--- config.mk ---
export PLATFORM = sky130hd
export DESIGN_NAME = aligned_multi_page_bump_allocator_unit
export DESIGN_NICKNAME = d
export VERILOG_FILES = /design/src/rtl/core/ampba_pkg.sv /design/src/rtl/core/ampba_ram.sv /design/src/rtl/core/ampba_rem_div.sv /design/src/rtl/core/aligned_multi_page_bump_allocator_unit.sv
export VERILOG_INCLUDE_DIRS = /design/src /design/src/rtl/core
export SDC_FILE = /design/constraint.sdc
export NUM_CORES = 1
export LEC_CHECK = 0
export BUFFER_PORTS_ARGS = -buffer_cell sky130_fd_sc_hd__buf_2
export CORE_ASPECT_RATIO = 0.6
export CORE_MARGIN = 2
export CORE_UTILIZATION = 40
export DETAILED_ROUTE_END_ITERATION = 10
export SETUP_SLACK_MARGIN = 0.3
export SYNTH_ARGS = -nofsm -noshare
export SYNTH_HDL_FRONTEND = slang
export SYNTH_SLANG_ARGS = --single-unit
--- constraint.sdc ---
create_clock -name clk -period 17.4 [get_ports clk]
set_input_delay 2.61 -clock clk [delete_from_list [all_inputs] [get_ports clk]]
set_output_delay 2.61 -clock clk [all_outputs]
set_load 0.02 [all_outputs]
--- src/rtl/core/aligned_multi_page_bump_allocator_unit_macros.svh ---
// ----------------------------------------------------------------------------
// Assertion macros for the aligned multi-page bump allocator
// Shared concurrent assertion forms, clocked on clk, disabled under rst_n.
// ----------------------------------------------------------------------------
`ifndef ALIGNED_MULTI_PAGE_BUMP_ALLOCATOR_UNIT_MACROS_SVH
`define ALIGNED_MULTI_PAGE_BUMP_ALLOCATOR_UNIT_MACROS_SVH

// Same-cycle implication
`define AMPBA_ASSERT_NOW(lbl, pre, post, msg) \
  lbl: assert property (@(posedge clk) disable iff (!rst_n) (pre) |-> (post)) \
    else $error(msg);

// Next-cycle implication
`define AMPBA_ASSERT_NEXT(lbl, pre, post, msg) \
  lbl: assert property (@(posedge clk) disable iff (!rst_n) (pre) |=> (post)) \
    else $error(msg);

`endif

--- src/rtl/core/ampba_pkg.sv ---
// ----------------------------------------------------------------------------
// ampba_pkg
// Field widths, default sizes and result codes of the bump allocator.
// ----------------------------------------------------------------------------
`default_nettype none

package ampba_pkg;

  // default page geometry
  localparam int PAGE_BYTES_DEF = 65536;
  localparam int MAX_PAGES_DEF  = 8;

  // fixed field widths
  localparam int CMD_W     = 1;
  localparam int SIZE_W    = 17;
  localparam int PAGE_ID_W = 3;
  localparam int OFFSET_W  = 16;
  localparam int STATUS_W  = 2;

  typedef logic [CMD_W-1:0]    cmd_t;
  typedef logic [STATUS_W-1:0] status_t;

  // commands
  localparam cmd_t CMD_ALLOC = 1'b0;
  localparam cmd_t CMD_RESET = 1'b1;

  // result status
  localparam status_t ST_GRANTED = 2'd0;
  localparam status_t ST_RESET   = 2'd1;
  localparam status_t ST_ERROR   = 2'd2;

endpackage

`default_nettype wire

--- src/rtl/core/ampba_ram.sv ---
// ----------------------------------------------------------------------------
// ampba_ram
// Generic single-write, single-read RAM with a registered read port.
// ----------------------------------------------------------------------------
`default_nettype none

module ampba_ram #(
  parameter int WIDTH = 8,
  parameter int DEPTH = 8,
  localparam int ADDR_W = (DEPTH > 1) ? $clog2(DEPTH) : 1
) (
  input  wire logic              clk,
  input  wire logic              wr_en,
  input  wire logic [ADDR_W-1:0] wr_addr,
  input  wire logic [WIDTH-1:0]  wr_data,
  input  wire logic              rd_en,
  input  wire logic [ADDR_W-1:0] rd_addr,
  output      logic [WIDTH-1:0]  rd_data
);

  logic [WIDTH-1:0] mem [DEPTH];

  // write port
  always_ff @(posedge clk) begin
    if (wr_en) begin
      mem[wr_addr] <= wr_data;
    end
  end

  // registered read port
  always_ff @(posedge clk) begin
    if (rd_en) begin
      rd_data <= mem[rd_addr];
    end
  end

endmodule

`default_nettype wire

--- src/rtl/core/ampba_rem_div.sv ---
// ----------------------------------------------------------------------------
// ampba_rem_div
// Restoring bit-serial remainder unit: one dividend bit per cycle.
// ----------------------------------------------------------------------------
`default_nettype none

module ampba_rem_div #(
  parameter int DVD_W = 17,
  parameter int DVS_W = 17
) (
  input  wire logic             clk,
  input  wire logic             rst_n,
  input  wire logic             go,
  input  wire logic [DVD_W-1:0] dividend,
  input  wire logic [DVS_W-1:0] divisor,   // held stable while running
  output      logic             done,      // one-cycle pulse, rem valid and held
  output      logic [DVS_W-1:0] rem
);

  localparam int CNT_W = $clog2(DVD_W + 1);

  logic             run_r,  run_nxt;
  logic             done_r, done_nxt;
  logic [CNT_W-1:0] cnt_r,  cnt_nxt;
  logic [DVD_W-1:0] dvd_r,  dvd_nxt;
  logic [DVS_W-1:0] rem_r,  rem_nxt;

  logic [DVS_W:0]   trial;
  logic [DVS_W:0]   diff;
  logic             ge;

  // one restoring step
  assign trial = {rem_r, dvd_r[DVD_W-1]};
  assign ge    = trial >= {1'b0, divisor};
  assign diff  = trial - {1'b0, divisor};

  always_comb begin
    run_nxt  = run_r;
    done_nxt = 1'b0;
    cnt_nxt  = cnt_r;
    dvd_nxt  = dvd_r;
    rem_nxt  = rem_r;
    if (go) begin
      run_nxt = 1'b1;
      cnt_nxt = CNT_W'(DVD_W);
      dvd_nxt = dividend;
      rem_nxt = '0;
    end else if (run_r) begin
      rem_nxt = ge ? diff[DVS_W-1:0] : trial[DVS_W-1:0];
      dvd_nxt = dvd_r << 1;
      cnt_nxt = cnt_r - CNT_W'(1);
      if (cnt_r == CNT_W'(1)) begin
        run_nxt  = 1'b0;
        done_nxt = 1'b1;
      end
    end
  end

  // control state
  always_ff @(posedge clk) begin
    if (!rst_n) begin
      run_r  <= 1'b0;
      done_r <= 1'b0;
    end else begin
      run_r  <= run_nxt;
      done_r <= done_nxt;
    end
  end

  // datapath
  always_ff @(posedge clk) begin
    cnt_r <= cnt_nxt;
    dvd_r <= dvd_nxt;
    rem_r <= rem_nxt;
  end

  assign done = done_r;
  assign rem  = rem_r;

endmodule

`default_nettype wire

--- src/rtl/core/aligned_multi_page_bump_allocator_unit.sv ---
// ----------------------------------------------------------------------------
// aligned_multi_page_bump_allocator_unit
// First-fit paged bump allocator with size-aligned block offsets.
// ----------------------------------------------------------------------------
//
//  channel  | ports                                         | handshake
//  ---------+-----------------------------------------------+-------------------
//  request  | in_cmd, in_req_size                           | start && !busy
//  result   | out_page_id, out_start_offset, out_status     | out_valid strobe
//
//  Reset commands, rejected sizes and the first allocation (no page open) give
//  their result in the cycle after the transfer.
//  Otherwise each open page walked takes a RAM read, a divider launch, the
//  remainder steps and a fit check; the bit-serial remainder unit dominates
//  this walk, and a request visits at most MAX_PAGES pages.
//  Fill levels live in the RAM; per-page valid flops make unwritten or reset
//  pages read as zero, so no clearing pass is needed after reset.
//  busy is high while a request is walked; the receiver cannot stall.
// ----------------------------------------------------------------------------
`default_nettype none
`include "aligned_multi_page_bump_allocator_unit_macros.svh"

module aligned_multi_page_bump_allocator_unit #(
  parameter int PAGE_BYTES = ampba_pkg::PAGE_BYTES_DEF,
  parameter int MAX_PAGES  = ampba_pkg::MAX_PAGES_DEF
) (
  input  wire logic                           clk,
  input  wire logic                           rst_n,
  input  wire logic                           start,
  output      logic                           busy,
  input  wire logic [ampba_pkg::CMD_W-1:0]    in_cmd,
  input  wire logic [ampba_pkg::SIZE_W-1:0]   in_req_size,
  output      logic                           out_valid,
  output      logic [ampba_pkg::PAGE_ID_W-1:0] out_page_id,
  output      logic [ampba_pkg::OFFSET_W-1:0] out_start_offset,
  output      logic [ampba_pkg::STATUS_W-1:0] out_status
);

  localparam int SIZE_W = ampba_pkg::SIZE_W;
  localparam int FILL_W = $clog2(PAGE_BYTES + 1);
  localparam int IDX_W  = (MAX_PAGES > 1) ? $clog2(MAX_PAGES) : 1;
  localparam int PO_W   = $clog2(MAX_PAGES + 1);
  localparam int SUM_W  = ((FILL_W > SIZE_W) ? FILL_W : SIZE_W) + 2;
  localparam logic [SUM_W-1:0] PAGE_LIM = SUM_W'(PAGE_BYTES);
  localparam logic [PO_W-1:0]  PO_MAX   = PO_W'(MAX_PAGES);

  // sequencer states
  localparam logic [1:0] S_IDLE   = 2'd0;
  localparam logic [1:0] S_READ   = 2'd1;
  localparam logic [1:0] S_LAUNCH = 2'd2;
  localparam logic [1:0] S_DIV    = 2'd3;

  logic [1:0]           state_r,     state_nxt;
  logic [PO_W-1:0]      pages_open_r, pages_open_nxt;
  logic [MAX_PAGES-1:0] valid_r,     valid_nxt;
  logic [IDX_W-1:0]     idx_r,       idx_nxt;
  logic [SIZE_W-1:0]    size_r,      size_nxt;
  logic [FILL_W-1:0]    fill_r,      fill_nxt;

  logic                 out_valid_r, out_valid_nxt;
  logic [IDX_W-1:0]     res_page_r,  res_page_nxt;
  logic [SUM_W-1:0]     res_off_r,   res_off_nxt;
  ampba_pkg::status_t   res_st_r,    res_st_nxt;

  // RAM ports
  logic              ram_wr_en;
  logic [IDX_W-1:0]  ram_wr_addr;
  logic [FILL_W-1:0] ram_wr_data;
  logic              ram_rd_en;
  logic [FILL_W-1:0] ram_rd_data;

  // remainder unit
  logic              div_go;
  logic              div_done;
  logic [SIZE_W-1:0] div_rem;

  // fit check on the current page
  logic [SUM_W-1:0]  size_ext;
  logic [SUM_W-1:0]  blk_start;
  logic [SUM_W-1:0]  blk_end;
  logic              blk_fit;
  logic              last_page;
  logic [IDX_W-1:0]  new_page;
  logic [SUM_W-1:0]  req_ext;
  logic              req_bad;

  ampba_ram #(
    .WIDTH (FILL_W),
    .DEPTH (MAX_PAGES)
  ) u_fill_ram (
    .clk     (clk),
    .wr_en   (ram_wr_en),
    .wr_addr (ram_wr_addr),
    .wr_data (ram_wr_data),
    .rd_en   (ram_rd_en),
    .rd_addr (idx_r),
    .rd_data (ram_rd_data)
  );

  ampba_rem_div #(
    .DVD_W (FILL_W),
    .DVS_W (SIZE_W)
  ) u_rem_div (
    .clk      (clk),
    .rst_n    (rst_n),
    .go       (div_go),
    .dividend (fill_nxt),
    .divisor  (size_r),
    .done     (div_done),
    .rem      (div_rem)
  );

  // request screening
  assign req_ext = SUM_W'(in_req_size);
  assign req_bad = (in_req_size == '0) || (req_ext > PAGE_LIM);

  // aligned block on the current page
  assign size_ext  = SUM_W'(size_r);
  assign blk_start = SUM_W'(fill_r) +
                     ((div_rem == '0) ? '0 : (size_ext - SUM_W'(div_rem)));
  assign blk_end   = blk_start + size_ext;
  assign blk_fit   = blk_end <= PAGE_LIM;
  assign last_page = (PO_W'(idx_r) + PO_W'(1)) == pages_open_r;
  assign new_page  = pages_open_r[IDX_W-1:0];

  // sequencer; the RAM is written only as a request finishes and read only
  // in a later request, so reads never overlap a write to the same entry
  always_comb begin
    state_nxt      = state_r;
    pages_open_nxt = pages_open_r;
    valid_nxt      = valid_r;
    idx_nxt        = idx_r;
    size_nxt       = size_r;
    fill_nxt       = fill_r;
    out_valid_nxt  = 1'b0;
    res_page_nxt   = res_page_r;
    res_off_nxt    = res_off_r;
    res_st_nxt     = res_st_r;
    ram_wr_en      = 1'b0;
    ram_wr_addr    = idx_r;
    ram_wr_data    = blk_end[FILL_W-1:0];
    ram_rd_en      = 1'b0;
    div_go         = 1'b0;

    unique case (state_r)
      S_IDLE: begin
        if (start) begin
          out_valid_nxt = 1'b1;
          res_page_nxt  = '0;
          res_off_nxt   = '0;
          size_nxt      = in_req_size;
          idx_nxt       = '0;
          priority if (in_cmd == ampba_pkg::CMD_RESET) begin
            valid_nxt  = '0;
            res_st_nxt = ampba_pkg::ST_RESET;
          end else if (req_bad) begin
            res_st_nxt = ampba_pkg::ST_ERROR;
          end else if (pages_open_r == '0) begin
            // first page opens with the block at offset zero
            ram_wr_en           = 1'b1;
            ram_wr_addr         = new_page;
            ram_wr_data         = req_ext[FILL_W-1:0];
            valid_nxt[new_page] = 1'b1;
            pages_open_nxt      = pages_open_r + PO_W'(1);
            res_page_nxt        = new_page;
            res_st_nxt          = ampba_pkg::ST_GRANTED;
          end else begin
            out_valid_nxt = 1'b0;
            state_nxt     = S_READ;
          end
        end
      end

      S_READ: begin
        ram_rd_en = 1'b1;
        state_nxt = S_LAUNCH;
      end

      S_LAUNCH: begin
        // a page cleared by a reset command reads as empty
        fill_nxt  = valid_r[idx_r] ? ram_rd_data : '0;
        div_go    = 1'b1;
        state_nxt = S_DIV;
      end

      S_DIV: begin
        if (div_done) begin
          priority if (blk_fit) begin
            ram_wr_en        = 1'b1;
            valid_nxt[idx_r] = 1'b1;
            out_valid_nxt    = 1'b1;
            res_page_nxt     = idx_r;
            res_off_nxt      = blk_start;
            res_st_nxt       = ampba_pkg::ST_GRANTED;
            state_nxt        = S_IDLE;
          end else if (!last_page) begin
            idx_nxt   = idx_r + IDX_W'(1);
            state_nxt = S_READ;
          end else if (pages_open_r < PO_MAX) begin
            // no open page fits: open the next one
            ram_wr_en           = 1'b1;
            ram_wr_addr         = new_page;
            ram_wr_data         = size_ext[FILL_W-1:0];
            valid_nxt[new_page] = 1'b1;
            pages_open_nxt      = pages_open_r + PO_W'(1);
            out_valid_nxt       = 1'b1;
            res_page_nxt        = new_page;
            res_off_nxt         = '0;
            res_st_nxt          = ampba_pkg::ST_GRANTED;
            state_nxt           = S_IDLE;
          end else begin
            out_valid_nxt = 1'b1;
            res_page_nxt  = '0;
            res_off_nxt   = '0;
            res_st_nxt    = ampba_pkg::ST_ERROR;
            state_nxt     = S_IDLE;
          end
        end
      end

      default: begin
        state_nxt = S_IDLE;
      end
    endcase
  end

  // control state
  always_ff @(posedge clk) begin
    if (!rst_n) begin
      state_r      <= S_IDLE;
      pages_open_r <= '0;
      valid_r      <= '0;
      out_valid_r  <= 1'b0;
    end else begin
      state_r      <= state_nxt;
      pages_open_r <= pages_open_nxt;
      valid_r      <= valid_nxt;
      out_valid_r  <= out_valid_nxt;
    end
  end

  // payload
  always_ff @(posedge clk) begin
    idx_r      <= idx_nxt;
    size_r     <= size_nxt;
    fill_r     <= fill_nxt;
    res_page_r <= res_page_nxt;
    res_off_r  <= res_off_nxt;
    res_st_r   <= res_st_nxt;
  end

  // result ports, masked to field widths
  logic [IDX_W+ampba_pkg::PAGE_ID_W-1:0] page_wide;
  logic [SUM_W+ampba_pkg::OFFSET_W-1:0]  off_wide;

  assign page_wide        = {{ampba_pkg::PAGE_ID_W{1'b0}}, res_page_r};
  assign off_wide         = {{ampba_pkg::OFFSET_W{1'b0}}, res_off_r};
  assign busy             = state_r != S_IDLE;
  assign out_valid        = out_valid_r;
  assign out_page_id      = page_wide[ampba_pkg::PAGE_ID_W-1:0];
  assign out_start_offset = off_wide[ampba_pkg::OFFSET_W-1:0];
  assign out_status       = res_st_r;

  // checks
  `AMPBA_ASSERT_NOW(a_res_when_idle, out_valid, !busy, "result while walking pages")
  `AMPBA_ASSERT_NEXT(a_req_progress, start && !busy, busy || out_valid, "request dropped")
  `AMPBA_ASSERT_NOW(a_pages_bound, 1'b1, pages_open_r <= PO_MAX, "page count overflow")
  `AMPBA_ASSERT_NEXT(a_wr_grants, ram_wr_en, out_valid && (out_status == ampba_pkg::ST_GRANTED), "fill write without grant")
  `AMPBA_ASSERT_NOW(a_div_in_walk, div_done, state_r == S_DIV, "remainder outside walk")

endmodule

`default_nettype wire
# --- After elaboration in Yosys (flattened, before gate mapping) ---
# Memory sizes are Yosys's and may differ from the RTL's. A register that Yosys moved wholly into a read port is not among the register bits.
# Cells that the tools add are included.
totals:
  register_bits: 114
  mem_bits_rw: 136
  input_bits: 21
  output_inout_bits: 23
  elab_cells: 182
  memories: 1
memory_table:
  columns: ["name", "words", "word_bits", "rd", "rd_clocked_by_memory_dff", "wr", "line_no", "source"]
  rows:
  - ["u_fill_ram.mem", 8, 17, 1, 1, 1, "ampba_ram.sv:21", "logic [WIDTH-1:0] mem [DEPTH];"]
op_classes:
  addsub: 8
  n_lt_le_gt_ge: 8
  eq_ne: 20
  n_mux: 108
  bitwise_logic: 4
  reduce_logical: 18
ops:
  columns: ["op", "n"]
  rows:
  - ["2-to-1 mux 17 bit", 13]
  - ["2-to-1 mux 16 bit", 4]
  - ["2-to-1 mux 8 bit", 8]
  - ["2-to-1 mux 3 bit", 20]
  - ["zero test 17 bit", 2]
  - ["one-hot mux 17 bit (2 select lines)", 1]
  - ["2-to-1 mux 4 bit", 8]
  - ["one-hot mux 16 bit (2 select lines)", 1]
  - ["2-to-1 mux 1 bit", 27]
  - ["2-to-1 mux 2 bit", 13]
  - ["adder 17 x 19 -> 19 bit", 1]
  - ["adder 19 x 17 -> 19 bit", 1]
  - ["<= comparator 19 x 17 -> 1 bit (second input constant)", 1]
  - ["2-to-1 mux 19 bit", 1]
  - ["greater-or-equal comparator 18 x 17 -> 1 bit", 1]
  - ["!= test 2 bit (second input constant)", 9]
  - ["one-hot mux 3 bit (2 select lines)", 3]
  - ["subtractor 17 x 17 -> 18 bit", 1]
  - ["greater-than comparator 17 bit (second input constant)", 1]
  - ["subtractor 17 bit", 1]
  - ["OR 8 bit", 2]
  - ["one-hot mux 8 bit (2 select lines)", 1]
  - ["AND reduction 5 bit", 3]
  - ["!= test 3 bit (second input constant)", 4]
  - ["30 further kinds", 39]

# --- Longest topological paths before layout ---
# Gate-level depths: netlist (run 1).
logic_depth:
  depth_word: 10
  depth_mapped: 34
  mapped_depth_nobuf: 32

# --- Modules after synthesis ---
# Synthesis (run 1) repeated with hierarchy kept, for this count alone.
unflattened:
  cells_unflattened: 1256
  area_unflattened_um2: 14797.9
by_module_without_submodules:
  columns: ["mod", "instances", "cells_each", "area_per_inst_um2", "seq_area_each_um2"]
  rows:
  - ["aligned_multi_page_bump_allocator_unit", 1, 740, 6328.6, 1871.8]
  - ["ampba_ram", 1, 227, 5769.3, 4594.4]
  - ["ampba_rem_div", 1, 289, 2700.1, 991.0]

# --- Least setup slack after synthesis (run 1) ---
# Ideal clock, no wire load.
synth_path:
  path_kind: "flip-flop to flip-flop"
  startpoint: "register u_rem_div.rem_r[0] (netlist: u_rem_div.rem[0])"
  endpoint: "memory u_fill_ram.mem[4][0] (netlist name), enable pin"
  setup_ps: 412
  arrival_ps: 7031
  required_ps: 16987
  slack_ps: 9956
  stages_incl_launch_ff: 27
  n_path_buf: 2
  synth_period_minus_slack_ps: 7444
  cell_sequence: "dfxtp_1 nor4_1 nand4_1 nor4_1 clkbuf_1 clkbuf_1 nor2_1 ha_1 fa_1 a211oi_1 nor2_1 o221ai_1 o21a_1 o21bai_1 a21oi_1 xnor2_1 ha_1 and4_1 a31o_2 a211o_1 a21o_1 o31ai_2 o211ai_1 o211a_4 nor3_1 a22oi_1 nor3_1"
synth_between:
  elab_chain_len: 10
  elab_cells_between_ends: 14
  classes_between: "add/sub: 3; order compare: 1; mux: 9; reduce/logical: 1"
synth_lines:
  columns: ["item", "line_no", "source"]
  rows:
  - ["start, declared", "ampba_rem_div.sv:26", "logic [DVS_W-1:0] rem_r, rem_nxt;"]
  - ["start signal, assigned", "ampba_rem_div.sv:74", "rem_r <= rem_nxt;"]
  - ["subtractor 17 x 17 -> 18 bit or zero test 17 bit (tied branches)", "aligned_multi_page_bump_allocator_unit.sv:120", "((div_rem == '0) ? '0 : (size_ext - SUM_W'(div_rem)));"]
  - ["2-to-1 mux 19 bit *", "aligned_multi_page_bump_allocator_unit.sv:120", null]
  - ["adder 17 x 19 -> 19 bit *", "aligned_multi_page_bump_allocator_unit.sv:119", "assign blk_start = SUM_W'(fill_r) +"]
  - ["named net blk_start[12]", "aligned_multi_page_bump_allocator_unit.sv:79", "logic [SUM_W-1:0] blk_start;"]
  - ["adder 19 x 17 -> 19 bit *", "aligned_multi_page_bump_allocator_unit.sv:121", "assign blk_end = blk_start + size_ext;"]
  - ["<= comparator 19 x 17 -> 1 bit *", "aligned_multi_page_bump_allocator_unit.sv:122", "assign blk_fit = blk_end <= PAGE_LIM;"]
  - ["2-to-1 mux 1 bit", "aligned_multi_page_bump_allocator_unit.sv:188", "priority if (blk_fit) begin"]
  - ["2-to-1 mux 1 bit", "aligned_multi_page_bump_allocator_unit.sv:187", "if (div_done) begin"]
  - ["one-hot mux 1 bit (2 select lines)", "aligned_multi_page_bump_allocator_unit.sv:145", "unique case (state_r)"]
  - ["2-to-1 mux 1 bit", "ampba_ram.sv:25", "if (wr_en) begin"]
  - ["2-to-1 mux 1 bit (not written as such)", "ampba_ram.sv:26", "mem[wr_addr] <= wr_data;"]
  - ["end, declared", "ampba_ram.sv:21", null]
# The timed path passes the listed nets; every way through them passes the cells marked *.

# --- Final worst setup path (run 1) ---
layout_path:
  startpoint: "register size_r[0]"
  endpoint: "memory u_fill_ram.mem[2][7] (netlist name) (data pin)"
layout_between:
  elab_cells_between_ends: 14
  classes_between: "add/sub: 3; order compare: 1; mux: 10"
layout_lines:
  columns: ["item", "line_no", "source"]
  rows:
  - ["start, declared", "aligned_multi_page_bump_allocator_unit.sv:57", "logic [SIZE_W-1:0] size_r, size_nxt;"]
  - ["start signal, assigned", "aligned_multi_page_bump_allocator_unit.sv:245", "size_r <= size_nxt;"]
  - ["subtractor 17 x 17 -> 18 bit", "aligned_multi_page_bump_allocator_unit.sv:120", null]
  - ["2-to-1 mux 19 bit", "aligned_multi_page_bump_allocator_unit.sv:120", null]
  - ["adder 17 x 19 -> 19 bit", "aligned_multi_page_bump_allocator_unit.sv:119", null]
  - ["named net blk_start[13]", "aligned_multi_page_bump_allocator_unit.sv:79", null]
  - ["adder 19 x 17 -> 19 bit", "aligned_multi_page_bump_allocator_unit.sv:121", null]
  - ["<= comparator 19 x 17 -> 1 bit", "aligned_multi_page_bump_allocator_unit.sv:122", null]
  - ["2-to-1 mux 17 bit", "aligned_multi_page_bump_allocator_unit.sv:188", null]
  - ["2-to-1 mux 17 bit", "aligned_multi_page_bump_allocator_unit.sv:187", null]
  - ["one-hot mux 17 bit (2 select lines)", "aligned_multi_page_bump_allocator_unit.sv:145", null]
  - ["named net ram_wr_data[7]", "aligned_multi_page_bump_allocator_unit.sv:68", "logic [FILL_W-1:0] ram_wr_data;"]
# The timed path passes the listed nets, and every way through them passes these cells.

==> results.toml, run 1 <==
[clock_tree]
clk_path_buf_depth = 3
cts_tree = "done"
insertion_delay_ns = 0.57
clockRootBuffer = "clkbuf_16"
postCtsSetupRepairBufs = 0
htree_levels = 1
path_clk_slew_ns = 0.07
ctsResizeCount = 0
cts_hold_buf = 0
clock-sinks = 267
cts-buffers-inserted = 26

[floorplan]
die_area_mm2 = 0.0368
core_mm2 = 0.0349
die_y_um = 149
rows = 53
die_x_um = 246
initial_core_util_pct = 40.5
pin_count = 44

[critical_path]
crit_type = "register to register"
critPathMaxStageDelay_ns = 0.97
endpoint_kind = "register"
start_kind = "register"
cp_max_fo = 33
crit_top_cell = "o21ai_0"
required_ns = 17.59
slowest_stage = "o21ai_0"
cp.arrival_ns = 8.40
rr_startpoint = "size_r[0]$_DFFE_PP_"
crit_start = "size_r[0]$_DFFE_PP_"

[route]
drtPass1Iterations = 5
vias = 10777
wire_per_inst_um = 22.7
drcViolationCount = 0
drtIter0Drc = 1222
vias_per_cell = 5.82
detail-route-antenna-nets = 0
wirelength_mm = 42.0

[synthesis]
post_synth.cell_area_avg_um2 = 10.7
synthAdderAreaFrac_pct = 7.39
ys_ff_latch = 267
yosys_warnings = 0
synthFlopType = "edfxtp_1"
ys_types = 77
synth-simple-area-share_pct = 12.5
synth_edf_count = 211
synth_fp_nets = 1424
async_flop_share_pct = 0
syn_inst = 1322
seq_area_frac_synth_pct = 52.8
muxShareOfSynthArea_pct = 0.940
synth_area_mm2 = 0.0141
yosys.area_share.xor_xnor_pct = 3.54
synth-compound-area-share_pct = 18.4
synth_top_family_by_area = "compound AO/OA/AOI/OAI gates"

[sta]
period_share_pct = 47.1
rsz0062_at_grt = "false"
finClkSkew_ns = 0.0189
max_freq_mhz = 122
setup_ws_ns = 9.20
fin_crit_ns = 8.20
slew_violations = 0
setup_violations = 0
hold_viol = 0
relSlewSlack_pct = 14.3
fin_setup_tns_ns = 0
worst_pin_slew_ns = 1.27

[placement]
gp_congestion = 0.964
port_buffers = 43
hpwlAfterDp_mm = 30.9
pre_cts_slack_ns = 9.44

[global_route]
grt_first_pass_wirelength_mm = 62.0
grt_busiest_layer = "met1"
antenna_found_initial = 3
grt_util_met2_pct = 29.0
grt_max_degree = 45
grt_usage_pct = 22.7
grt_pass1_vias = 9718
met1_usage_pct = 36.4
overflow = 0
met3_usage_pct = 7.39

[final_layout]
drive_above_1_share_pct = 9.82
nets = 1467
num_antenna_cells = 0
area_delta_synth_final_pct = 11.8

[run_status]
outcome = "finished, final reports clean"

[job]
cap_violations = 0

[min_path]
hold_path_class = "register to register"
worstHoldStart = "fill_r[9]$_DFF_P_"
[Yosys cell counts (all sizes together) (15+ instances only)]
cell	instances	share of area (%)
o22ai	18	0.80
nand2	83	2.2
o21ai	85	3.0
nand4	32	1.4
a21o	20	1.1
nor2	94	2.5
nand3	23	0.82
a21oi	75	2.7
dfxtp	56	7.9
and3	25	1.1
inv	108	2.9
clkbuf	44	1.2
edfxtp	211	45
ha	77	6.8
xor2	21	1.3
nor3	26	0.92
a22oi	87	4.6
nor4	15	0.67
xnor2	36	2.2
[layout by cell type, fill, tap and decap left out, types with 5 or more instances in the layout]
cell	n
nand4_1	32
o21a_1	13
nor3_2	9
ha_1	77
nor3_1	17
nand2_1	82
and2_1	7
buf_2	43
a21oi_1	73
clkinv_1	14
a211o_1	5
a21boi_0	5
nand2b_1	9
nor4_1	14
buf_4	22
o22ai_1	18
nor2b_1	12
and3_1	25
o21bai_1	8
inv_1	108
nor3b_1	6
o21ai_1	8
xnor2_1	36
a22oi_1	87
o31a_1	5
or2_2	5
a211oi_1	14
nor2_1	93
edfxtp_1	211
mux2i_1	11
o211ai_1	9
o21ai_0	75
nand3_1	23
xor2_1	21
clkbuf_16	26
a21o_1	20
dfxtp_1	56
[path summary, 6_finish.rpt]
kind,slack [ns],to,depth (start not counted)
setup / recovery,9.20,u_fill_ram.mem[2][7]$_DFFE_PP_,29
hold / removal,0.46,fill_r[9]$_DFF_P_,2
setup reg to reg,9.20,u_fill_ram.mem[2][7]$_DFFE_PP_,29
hold reg to reg,0.46,fill_r[9]$_DFF_P_,2
[state kept, by name, indices dropped and copies added (netlist names)]
register	flops
out_valid	1
u_fill_ram.mem	136
u_rem_div.cnt_r	5
out_page_id	3
pages_open_r	4
u_rem_div.dvd_r	17
res_off_r	16
u_rem_div.done	1
valid_r	8
state_r	2
idx_r	3
fill_r	17
u_rem_div.run_r	1
out_status	2
size_r	17
u_fill_ram.rd_data	17
u_rem_div.rem	17
[layout make-up]
| cell class | count | area, µm² |
|---|---|---|
| Fill cell | 3303 | 19100 |
| Sequential cell | 267 | 7460 |
| Multi-Input combinational cell | 895 | 6110 |
| Clock buffer | 28 | 658 |
| Tap cell | 467 | 584 |
| Inverter | 110 | 413 |
| Timing Repair Buffer | 65 | 380 |
| Clock inverter | 20 | 175 |
[critical path, delay by kind of cell, from the launching register on]
kind | cells | cell delay [ns]
buffers and inverters | 1 | 0.10
AOI/OAI and AO/OA | 17 | 4.99
DFF | 1 | 0.44
adders and majority gates | 4 | 1.09
xor gates and xnor gates | 2 | 0.44
and+or+nand+nor | 5 | 0.79
[routing by layer]
metal | vias up | part of all wire, %
met3 | 49 | 11
met4 | 0 | 2.0
li1 | 5059 | -
met2 | 437 | 37
met1 | 5232 | 50
met5 | - | 0
[through the flow]
| step | util, % | instances | cell area (µm²) | hold slack, ns |
|---|---|---|---|---|
| CTS | 45.2 | 1852 | 15800 | 0.465 |
| finish | 45.2 | 1852 | 15800 | 0.461 |
| global placement | 42.8 | 1804 | 14900 | 0.440 |
| global route | 45.2 | 1852 | 15800 | 0.476 |
| detailed placement | 42.8 | 1804 | 14900 | 0.450 |
| floorplan | - | 1322 | 14100 | 0.425 |
[cells by family (layout without fill, tap and decap cells)]
| logic type | count (synthesis) | in the layout |
|---|---|---|
| XOR/XNOR | 57 | 57 |
| multiplexers | 13 | 13 |
| buffers and inverters | 160 | 223 |
| adder cells (fa/ha/maj) | 81 | 81 |
| AO/OA/AOI/OAI | 387 | 387 |
| AND/OR/NAND/NOR | 357 | 357 |
| flip-flops | 267 | 267 |
Power of run 1 is not shown: default switching activity piles up to over one toggle a cycle in this logic, so the estimate is an artifact.
==> run 2: changes to the inputs <==
Clock period 17.4 ns to 6.59 ns, I/O delays scaled along.
==> results.toml, run 2 (same netlist as run 1, synthesis figures left out) <==
[global_route]
grt_usage_pct = 23.7
grt_pass1_vias = 10812
grt_first_pass_wirelength_mm = 65.9
antenna_found_initial = 2
grt_max_degree = 45
overflow = 0

[sta]
slew_violations = 0
worst_pin_slew_ns = 1.20
max_freq_mhz = 147
setup_ws_ns = -0.216
finClkSkew_ns = 0.0217
hold_viol = 0
fin_crit_ns = 6.81
rsz0062_at_grt = "true"
relSlewSlack_pct = 20.2
setup_violations = 155
period_share_pct = 103

[floorplan]
core_mm2 = 0.0349
die_x_um = 246
die_y_um = 149
rows = 53
initial_core_util_pct = 40.5
die_area_mm2 = 0.0368
pin_count = 44

[clock_tree]
path_clk_slew_ns = 0.07
clock-sinks = 267
cts_tree = "done"
insertion_delay_ns = 0.57
htree_levels = 1
clk_path_buf_depth = 3
clockRootBuffer = "clkbuf_16"
cts-buffers-inserted = 27
cts_hold_buf = 0

[route]
wirelength_mm = 44.7
drcViolationCount = 0
drtIter0Drc = 1311
detail-route-antenna-nets = 0
drtPass1Iterations = 7
vias = 11709
vias_per_cell = 5.69
wire_per_inst_um = 21.7

[final_layout]
final_common_cell = "edfxtp_1"
seq_area_mm2 = 0.00746
final_cell_mix = "211 x edfxtp_1, 169 x buf_4, 107 x inv_1"
top_register = "u_fill_ram.mem"
drive_above_1_share_pct = 28.7
area_delta_synth_final_pct = 32.5
nets = 1672
largest_reg_flops = 136
n_fill_cell = 3034
num_antenna_cells = 0
multiInputGateArea_mm2 = 0.00695

[min_path]
worstHoldStart = "u_fill_ram.rd_data[8]$_DFFE_PN_"
hold_path_class = "register to register"
min_path_cells = 2

[job]
cap_violations = 0

[placement]
port_buffers = 43
pre_cts_slack_ns = -0.327
gp_congestion = 0.933
hpwlAfterDp_mm = 32.1

[critical_path]
cp_max_fo = 6
required_ns = 6.86
reg2regPathDepth = 29
crit_type = "register to register"
endpoint_kind = "register"
slowest_stage = "a221o_2"
crit_top_cell = "ha_1"
cp.arrival_ns = 7.08
crit_start = "size_r[3]$_DFFE_PP_"
rr_startpoint = "size_r[3]$_DFFE_PP_"
start_kind = "register"
critPathMaxStageDelay_ns = 0.46

[run_status]
outcome = "finished, violations left"
violations = "negative setup slack"
-- run 2: critical path, delay by kind of cell (launching register included) --
family / cells / cell delay, ns
simple gates: 5 / 1.01
xor+xnor: 2 / 0.31
compound gates: 15 / 3.26
fa+ha+maj: 3 / 0.89
flops: 1 / 0.42
buf+inv: 4 / 0.62
-- run 2: layout make-up --
cell class,count,area share [%]
inverters,110,2.21
repair buffers,268,12.7
clock inverters,21,1.18
flip-flops and latches,267,39.9
multi-input cells,896,37.2
clock buffers,29,3.71
well taps,467,3.13
-- run 2: what timing repair did --
item | 4_1_cts | 5_1_grt
pin swaps | 33 | 39
cloned | 4 | 6
setup buffers | 31 | 23
endpoints found under the setup margin | 309 | 330
resized for setup | 57 | 117
-- run 2: metal layers --
metal	wire [µm]	share of wire (%)	track usage (%)	vias to the layer above
met5	11	0.025	0	-
met4	943	2.1	4.64	2
met3	3770	8.4	4.05	77
met2	18000	40	32.5	427
met1	22000	49	38.5	5717
li1	-	-	-	5486
-- run 2: path summary, 6_finish.rpt --
kind / slack (ns) / to
max: -0.22 / u_fill_ram.mem[5][13]$_DFFE_PP_
min: 0.46 / fill_r[8]$_DFF_P_
max reg2reg: -0.22 / u_fill_ram.mem[5][13]$_DFFE_PP_
min reg2reg: 0.46 / fill_r[8]$_DFF_P_
-- run 2: stage by stage --
step	hold slack, ns	instances	util, %	TNS [ns]	area [µm²]
floorplan	0.425	1322	-	0	14300
global placement	0.438	1944	46.8	-16.95	16300
detailed placement	0.448	1944	46.8	-43.35	16300
CTS	0.464	2029	51.1	-4.66	17800
global route	0.478	2058	53.6	-87.48	18700
finish	0.463	2058	53.6	-16.00	18700
Power of run 2 is left out for the same reason.
